`config.mk`:
```
export PLATFORM = sky130hd
export DESIGN_NAME = utf8_stream_validator
export DESIGN_NICKNAME = d
export VERILOG_FILES = /design/src/rtl/core/utf8v_pkg.sv /design/src/rtl/core/utf8_stream_validator.sv /design/src/rtl/core/utf8v_in_stage.sv /design/src/rtl/core/utf8v_decoder.sv /design/src/rtl/core/utf8v_out_stage.sv
export VERILOG_INCLUDE_DIRS = /design/src /design/src/rtl/core
export SDC_FILE = /design/constraint.sdc
export NUM_CORES = 1
export LEC_CHECK = 0
export BUFFER_PORTS_ARGS = -buffer_cell sky130_fd_sc_hd__buf_2
export CORE_MARGIN = 10
export CORE_UTILIZATION = 45
export CTS_BUF_LIST = sky130_fd_sc_hd__clkbuf_8
export DETAILED_ROUTE_END_ITERATION = 6
export GPL_TIMING_DRIVEN = 0
export MAX_ROUTING_LAYER = met4
export PLACE_DENSITY = 0.72
export SLEW_MARGIN = 20
export SYNTH_ARGS = -nofsm -noshare
export SYNTH_HDL_FRONTEND = slang
export SYNTH_SLANG_ARGS = --single-unit
```
`constraint.sdc`:
```
create_clock -name clk -period 3.1 [get_ports clk]
set_clock_uncertainty 0.1 [all_clocks]
set_input_delay 0.775 -clock clk [delete_from_list [all_inputs] [get_ports clk]]
set_output_delay 0.775 -clock clk [all_outputs]
set_load 0.1 [all_outputs]
```
`src/rtl/core/utf8_stream_validator_assert.svh`:
```
// ----------------------------------------------------------------------------
// utf8_stream_validator assertion macros
// Shared concurrent assertion forms, clocked on clk, off during reset.
// ----------------------------------------------------------------------------
`ifndef UTF8_STREAM_VALIDATOR_ASSERT_SVH
`define UTF8_STREAM_VALIDATOR_ASSERT_SVH

// same-cycle implication
`define U8V_ASSERT_SAME(lbl, ante, cons, msg) \
	lbl: assert property (@(posedge clk) disable iff (!arst_n) (ante) |-> (cons)) \
		else $error(msg);

// next-cycle implication
`define U8V_ASSERT_NEXT(lbl, ante, cons, msg) \
	lbl: assert property (@(posedge clk) disable iff (!arst_n) (ante) |=> (cons)) \
		else $error(msg);

`endif

```
`src/rtl/core/utf8v_pkg.sv`:
```
// ----------------------------------------------------------------------------
// utf8v_pkg
// Types, constants and the scalar check for the UTF-8 stream validator.
// ----------------------------------------------------------------------------
package utf8v_pkg;

	localparam int CP_W       = 21;
	localparam int BYTE_W     = 8;
	localparam int TDATA_IN_W = 8;
	localparam int TDATA_OUT_W = 24;
	localparam int TUSER_OUT_W = 3;

	localparam logic [CP_W-1:0] CP_MAX     = 21'h10FFFF;
	localparam logic [CP_W-1:0] SURR_LO    = 21'h00D800;
	localparam logic [CP_W-1:0] SURR_HI    = 21'h00DFFF;
	localparam logic [CP_W-1:0] NONCHAR_LO = 21'h00FDD0;
	localparam logic [CP_W-1:0] NONCHAR_HI = 21'h00FDEF;
	localparam logic [CP_W-1:0] MIN_LEN2   = 21'h000080;
	localparam logic [CP_W-1:0] MIN_LEN3   = 21'h000800;
	localparam logic [CP_W-1:0] MIN_LEN4   = 21'h010000;

	localparam logic [2:0] LEN_NONE = 3'd0;
	localparam logic [2:0] LEN_2    = 3'd2;
	localparam logic [2:0] LEN_3    = 3'd3;
	localparam logic [2:0] LEN_4    = 3'd4;

	localparam logic [1:0] CONT_TAG = 2'b10;

	typedef struct packed {
		logic [BYTE_W-1:0] data_byte;
		logic              last_byte;
	} in_t;

	typedef struct packed {
		logic            char_complete;
		logic [CP_W-1:0] code_point;
		logic            error_seen;
		logic            string_end;
		logic            string_valid;
	} result_t;

	typedef struct packed {
		logic [1:0] bytes_left;
		logic [2:0] seq_length;
		logic       bad_flag;
	} dec_state_t;

	// overlong, range, surrogate and noncharacter checks
	function automatic logic scalar_ok(input logic [CP_W-1:0] cp, input logic [2:0] len);
		logic ok;
		ok = 1'b1;
		if (len == LEN_2 && cp < MIN_LEN2)
			ok = 1'b0;
		if (len == LEN_3 && cp < MIN_LEN3)
			ok = 1'b0;
		if (len == LEN_4 && cp < MIN_LEN4)
			ok = 1'b0;
		if (cp > CP_MAX)
			ok = 1'b0;
		if (cp >= SURR_LO && cp <= SURR_HI)
			ok = 1'b0;
		if (cp >= NONCHAR_LO && cp <= NONCHAR_HI)
			ok = 1'b0;
		if (cp[15:1] == 15'h7FFF)
			ok = 1'b0;
		return ok;
	endfunction

endpackage

```
`src/rtl/core/utf8_stream_validator.sv`:
```
// ----------------------------------------------------------------------------
// utf8_stream_validator
// Strict UTF-8 checker, one byte per item, one result item per byte.
// ----------------------------------------------------------------------------
// Takes one byte per clock while neither side stalls and returns one result
// per byte through an input register, the decode logic and the sequence state
// registers, then an output register. Throughput is one byte per clock, set by
// the sequence state (bytes left, length, partial codepoint, sticky error)
// moving on each accepted byte; either side may stall without loss. Each result
// reports a completed codepoint, the sticky error, and on the byte marked
// tlast the final verdict, after which the state clears for the next string.
// ----------------------------------------------------------------------------
`include "utf8_stream_validator_assert.svh"

module utf8_stream_validator (
	input  logic                                clk,
	input  logic                                arst_n,
	input  logic                                s_tvalid,
	output logic                                s_tready,
	input  logic [utf8v_pkg::TDATA_IN_W-1:0]    s_tdata,   // [7:0] data_byte
	input  logic                                s_tlast,   // last_byte
	output logic                                m_tvalid,
	input  logic                                m_tready,
	output logic [utf8v_pkg::TDATA_OUT_W-1:0]   m_tdata,   // [20:0] code_point, [23:21] zero
	output logic [utf8v_pkg::TUSER_OUT_W-1:0]   m_tuser,   // [0] char_complete, [1] error_seen,
	                                                       // [2] string_valid
	output logic                                m_tlast    // string_end
);

	logic                   advance;
	logic                   valid_s1;
	logic                   fire;
	utf8v_pkg::in_t         item_s1;
	utf8v_pkg::result_t     result;
	utf8v_pkg::dec_state_t  dec_state;

	assign fire = valid_s1 && advance;

	utf8v_in_stage u_in (
		.clk      (clk),
		.arst_n   (arst_n),
		.s_tvalid (s_tvalid),
		.s_tready (s_tready),
		.s_tdata  (s_tdata),
		.s_tlast  (s_tlast),
		.advance  (advance),
		.valid_s1 (valid_s1),
		.item_s1  (item_s1)
	);

	utf8v_decoder u_dec (
		.clk    (clk),
		.arst_n (arst_n),
		.fire   (fire),
		.item   (item_s1),
		.result (result),
		.state  (dec_state)
	);

	utf8v_out_stage u_out (
		.clk      (clk),
		.arst_n   (arst_n),
		.load     (fire),
		.result   (result),
		.advance  (advance),
		.m_tvalid (m_tvalid),
		.m_tready (m_tready),
		.m_tdata  (m_tdata),
		.m_tuser  (m_tuser),
		.m_tlast  (m_tlast)
	);

	`U8V_ASSERT_SAME(a_cp_only_on_char, m_tvalid && !m_tuser[0], m_tdata == '0, "code point without char")
	`U8V_ASSERT_SAME(a_valid_on_end, m_tvalid && m_tuser[2], m_tlast && !m_tuser[1], "bad verdict")
	`U8V_ASSERT_SAME(a_cp_range, m_tvalid, m_tdata <= {3'd0, utf8v_pkg::CP_MAX}, "code point range")
	`U8V_ASSERT_NEXT(a_clear_after_end, fire && item_s1.last_byte, dec_state == '0, "state not cleared")

endmodule

```
`src/rtl/core/utf8v_in_stage.sv`:
```
// ----------------------------------------------------------------------------
// utf8v_in_stage
// Input register: holds one accepted byte until the decoder takes it.
// ----------------------------------------------------------------------------
module utf8v_in_stage (
	input  logic                                clk,
	input  logic                                arst_n,
	input  logic                                s_tvalid,
	output logic                                s_tready,
	input  logic [utf8v_pkg::TDATA_IN_W-1:0]    s_tdata,
	input  logic                                s_tlast,
	input  logic                                advance,
	output logic                                valid_s1,
	output utf8v_pkg::in_t                      item_s1
);

	logic take;

	// stage frees up when it is empty or its item moves on this cycle
	assign s_tready = !valid_s1 || advance;
	assign take     = s_tvalid && s_tready;

	always_ff @(posedge clk or negedge arst_n) begin
		if (!arst_n) begin
			valid_s1 <= 1'b0;
		end else if (s_tready) begin
			valid_s1 <= s_tvalid;
		end
	end

	always_ff @(posedge clk) begin
		if (take) begin
			item_s1.data_byte <= s_tdata[utf8v_pkg::BYTE_W-1:0];
			item_s1.last_byte <= s_tlast;
		end
	end

endmodule

```
`src/rtl/core/utf8v_decoder.sv`:
```
// ----------------------------------------------------------------------------
// utf8v_decoder
// Sequence state and per-byte decode; state moves only when an item fires.
// ----------------------------------------------------------------------------
module utf8v_decoder (
	input  logic                   clk,
	input  logic                   arst_n,
	input  logic                   fire,
	input  utf8v_pkg::in_t         item,
	output utf8v_pkg::result_t     result,
	output utf8v_pkg::dec_state_t  state
);

	logic [1:0]                  bytes_left_q;
	logic [2:0]                  seq_length_q;
	logic [utf8v_pkg::CP_W-1:0]  partial_q;
	logic                        bad_q;

	logic [1:0]                  bl_d;
	logic [2:0]                  len_d;
	logic [utf8v_pkg::CP_W-1:0]  part_d;
	logic                        bad_d;
	logic                        done;
	logic [utf8v_pkg::CP_W-1:0]  cp;
	logic [utf8v_pkg::CP_W-1:0]  shifted;
	logic [7:0]                  b;

	assign b       = item.data_byte;
	assign shifted = {partial_q[utf8v_pkg::CP_W-7:0], b[5:0]};

	always_comb begin
		bl_d   = bytes_left_q;
		len_d  = seq_length_q;
		part_d = partial_q;
		bad_d  = bad_q;
		done   = 1'b0;
		cp     = '0;
		if (bytes_left_q == 2'd0) begin
			if (!b[7]) begin
				done = 1'b1;
				cp   = {13'd0, b};
			end else if (b[7:5] == 3'b110) begin
				len_d  = utf8v_pkg::LEN_2;
				bl_d   = 2'd1;
				part_d = {16'd0, b[4:0]};
			end else if (b[7:4] == 4'b1110) begin
				len_d  = utf8v_pkg::LEN_3;
				bl_d   = 2'd2;
				part_d = {17'd0, b[3:0]};
			end else if (b[7:3] == 5'b11110) begin
				len_d  = utf8v_pkg::LEN_4;
				bl_d   = 2'd3;
				part_d = {18'd0, b[2:0]};
			end else begin
				// stray continuation or F8..FF lead
				bad_d = 1'b1;
			end
		end else if (b[7:6] != utf8v_pkg::CONT_TAG) begin
			bad_d  = 1'b1;
			bl_d   = 2'd0;
			len_d  = utf8v_pkg::LEN_NONE;
			part_d = '0;
		end else begin
			part_d = shifted;
			bl_d   = bytes_left_q - 2'd1;
			if (bytes_left_q == 2'd1) begin
				if (utf8v_pkg::scalar_ok(shifted, seq_length_q)) begin
					done = 1'b1;
					cp   = shifted;
				end else begin
					bad_d = 1'b1;
				end
				len_d  = utf8v_pkg::LEN_NONE;
				part_d = '0;
			end
		end
		// unfinished sequence at end of string
		if (item.last_byte && bl_d != 2'd0)
			bad_d = 1'b1;
	end

	always_comb begin
		result.char_complete = done;
		result.code_point    = cp;
		result.error_seen    = bad_d;
		result.string_end    = item.last_byte;
		result.string_valid  = item.last_byte && !bad_d;
	end

	always_ff @(posedge clk or negedge arst_n) begin
		if (!arst_n) begin
			bytes_left_q <= 2'd0;
			seq_length_q <= utf8v_pkg::LEN_NONE;
			partial_q    <= '0;
			bad_q        <= 1'b0;
		end else if (fire) begin
			if (item.last_byte) begin
				bytes_left_q <= 2'd0;
				seq_length_q <= utf8v_pkg::LEN_NONE;
				partial_q    <= '0;
				bad_q        <= 1'b0;
			end else begin
				bytes_left_q <= bl_d;
				seq_length_q <= len_d;
				partial_q    <= part_d;
				bad_q        <= bad_d;
			end
		end
	end

	assign state.bytes_left = bytes_left_q;
	assign state.seq_length = seq_length_q;
	assign state.bad_flag   = bad_q;

endmodule

```
`src/rtl/core/utf8v_out_stage.sv`:
```
// ----------------------------------------------------------------------------
// utf8v_out_stage
// Result register on the master side of the stream.
// ----------------------------------------------------------------------------
module utf8v_out_stage (
	input  logic                                 clk,
	input  logic                                 arst_n,
	input  logic                                 load,
	input  utf8v_pkg::result_t                   result,
	output logic                                 advance,
	output logic                                 m_tvalid,
	input  logic                                 m_tready,
	output logic [utf8v_pkg::TDATA_OUT_W-1:0]    m_tdata,
	output logic [utf8v_pkg::TUSER_OUT_W-1:0]    m_tuser,
	output logic                                 m_tlast
);

	// register can take a new item when empty or being drained
	assign advance = !m_tvalid || m_tready;

	always_ff @(posedge clk or negedge arst_n) begin
		if (!arst_n) begin
			m_tvalid <= 1'b0;
		end else if (advance) begin
			m_tvalid <= load;
		end
	end

	always_ff @(posedge clk) begin
		if (load && advance) begin
			m_tdata <= {{(utf8v_pkg::TDATA_OUT_W - utf8v_pkg::CP_W){1'b0}}, result.code_point};
			m_tuser <= {result.string_valid, result.error_seen, result.char_complete};
			m_tlast <= result.string_end;
		end
	end

endmodule

```
==> flow_summary.yaml <==
setup_path:
  path_cells: "inv_1 > ha_1 > or3b_2 > clkbuf_1 > a211oi_4 > nand3_2 > buf_4 > nor3b_2"
  critPathKind: "register to register"
  slowest_delay_ns: 0.45
  path_depth: 8
  critPathRequiredTime_ns: 3.18
  r2r_start: "u_dec.bytes_left_q[0]"
  worstPathArrival_ns: 2.81
  startpoint: "u_dec.bytes_left_q[0]"
  ff2ff_setup_slack_ns: 0.38
  cp_slowest_cell: "or3b_2"
  critPathCaptureType: "register"
  cp_top_family: "simple AND/OR/NAND/NOR gates"
  r2r-end: "u_out.m_tdata[14]"
  start_kind: "register"
  crit_buf_inv: 3
  r2r_cells: 8
  cp-endpoint: "u_out.m_tdata[14]"
  critPathMaxFanout: 10
synth:
  synth_cells: 249
  yosysWarnings: 0
  synth-edff-count: 34
  synthArstFlopShare_pct: 40.4
  synth.most_common_cell: "nand2_1"
  synth_seq_area_share_pct: 56.2
  yosys.area.top_type: "edfxtp_1"
  synth.distinct_cells: 53
  synth_area_leaders: "edfxtp_1 (36%), dfrtp_1 (20%), nand2_1 (5.3%), nor3b_2 (4.0%), nand3_1 (3.2%)"
  syn_area_per_cell_um2: 11.4
  synthTopCellsByCount: "nand2_1 (40), edfxtp_1 (34), dfrtp_1 (23)"
  synth_top_area_share_pct: 35.9
  syn_area_um2: 2840
  ys_seq_elements: 57
  synthFlopType: "edfxtp_1"
run:
  timing.max_cap.violations: 0
placement:
  routabilityCongestion: 0.887
  io_buffers: 39
  hpwl_um: 4370
power_and_ir_drop:
  power.density_nw_per_um2: 674
  peakVddDrop_mv: 0.336
  power.leakage_uw: 0.00133
  power.total_uw: 2260
floorplan:
  die_width_um: 99.5
  io_pins: 43
  rows: 28
  dieHeight_um: 99.5
  coreArea_um2: 6030
  start_util_pct: 47.2
  dieArea_um2: 9900
sta:
  max-slew-margin-rel_pct: 31.9
  finalMaxSlewViolations: 0
  rsz0062_at_grt: "no"
  min_period_ns: 2.72
  setup_viol: 0
  fin_crit_sh_pct: 87.8
  finalHoldViolations: 0
  worstMarginPinSlew_ns: 1.02
  tns_ns: 0
  fmax_mhz: 367
clock_network:
  cts.sinks: 57
  cts_buffer_depth: 2
  path_clk_slew_ns: 0.07
  cts_buffers: 9
  postCtsSetupBuffers: 0
  clk_latency_ns: 0.34
  cts-resized-gates: 0
  ctsHoldBuffers: 0
  ctsHtreeMaxLevel: 3
  cts-root-buf: "clkbuf_8"
  cts_tree: "yes"
finish:
  num-nets-final: 316
  multi_input_area_um2: 1120
  ff_latch_area_um2: 1600
  area_delta_synth_final_pct: 17.8
  drive_above_1_share_pct: 27.8
  fill_cells: 544
  diodes: 0
routing:
  viasPerCell: 5.59
  wl_um: 6040
  firstDrtPassIters: 4
  wl_per_cell_um: 15.9
  drc_errors: 0
  vias: 2131
  first_iter_violations: 249
  ant_nets: 0
run_status:
  status: "completed"
worst_hold_path:
  hold_class: "input pin to asynchronous set/reset pin"
grt:
  antenna_found_initial: 0
  grt_usage_pct: 13.3
  gr-total-overflow: 0
  grt_pass1_vias: 2166
  grt_pass1_wl_um: 10500
  grt_start_max_net_pins: 30
==> layout make-up <==
type | count | share of cell area (%)
clock buffers | 9 | 3.70
repair buffers | 39 | 5.83
well taps | 75 | 2.80
flip-flops and latches | 57 | 47.7
inverters | 7 | 0.784
plain buffers | 16 | 3.21
multi-input cells | 171 | 33.4
clock inverters | 7 | 2.58
==> cells in the final DEF (no fill, tap or decap), drive strengths merged, types with 8 or more instances in the layout <==
master  count
buf        46
nand4      11
nand2      40
nor3b      15
inv         8
dfrtp      23
edfxtp     34
o21ai      16
nor2       10
clkbuf     18
nand3      19
==> power breakdown <==
group	switching (uW)	leakage, uW	internal [uW]
combinational	430	0.000583	136
clock	293	0.000110	445
sequential	64.4	0.000638	889
==> sequential cells by signal, indices dropped and copies added (netlist names) <==
name,count
u_out.m_tdata,21
u_in.valid_s1,1
u_dec.partial_q,15
u_in.item_s1,9
u_dec.bad_q,1
u_out.m_tlast,1
u_out.m_tvalid,1
u_out.m_tuser,3
u_dec.seq_length_q,3
u_dec.bytes_left_q,2
==> through the flow <==
step	area, um^2	hold slack [ns]	utilization [%]	setup slack, ns	std cells
finish	3350	0.306	55.6	0.377	381
global route	3350	0.330	55.6	0.162	381
CTS	3350	0.303	55.6	0.366	381
detailed placement	3140	0.382	52.1	0.389	365
global placement	3140	0.365	52.1	0.394	365
floorplan	2850	0.355	-	0.229	251
==> worst min path at each step <==
stage / cells after the start / from / slack, ns / to
after global placement: 1 / u_in.valid_s1 / 0.37 / u_out.m_tvalid
after floorplan: 2 / u_dec.partial_q[10] / 0.36 / u_dec.partial_q[10]
after CTS: 1 / arst_n / 0.30 / u_dec.bytes_left_q[1]
after global routing: 1 / arst_n / 0.33 / u_dec.bytes_left_q[1]
final: 1 / arst_n / 0.31 / u_dec.bytes_left_q[1]
after detailed placement: 1 / u_in.valid_s1 / 0.38 / u_out.m_tvalid
==> kinds of logic after synthesis <==
| group | synth area share [%] |
|---|---|
| AOI/OAI and AO/OA | 12.5 |
| adders and majority gates | 0.880 |
| buffers and inverters | 4.71 |
| DFF | 56.2 |
| muxes | 0.396 |
| other | 0.132 |
| and+or+nand+nor | 25.2 |
==> layer usage <==
metal	global-route usage, %	routed length [um]	up-vias
li1	-	-	1024
met1	16.6	2670	1034
met2	19.0	2850	66
met3	3.94	432	7
met4	6.95	89	0
met5	-	0	-
Note: power is estimated with default switching activity, not from simulation.
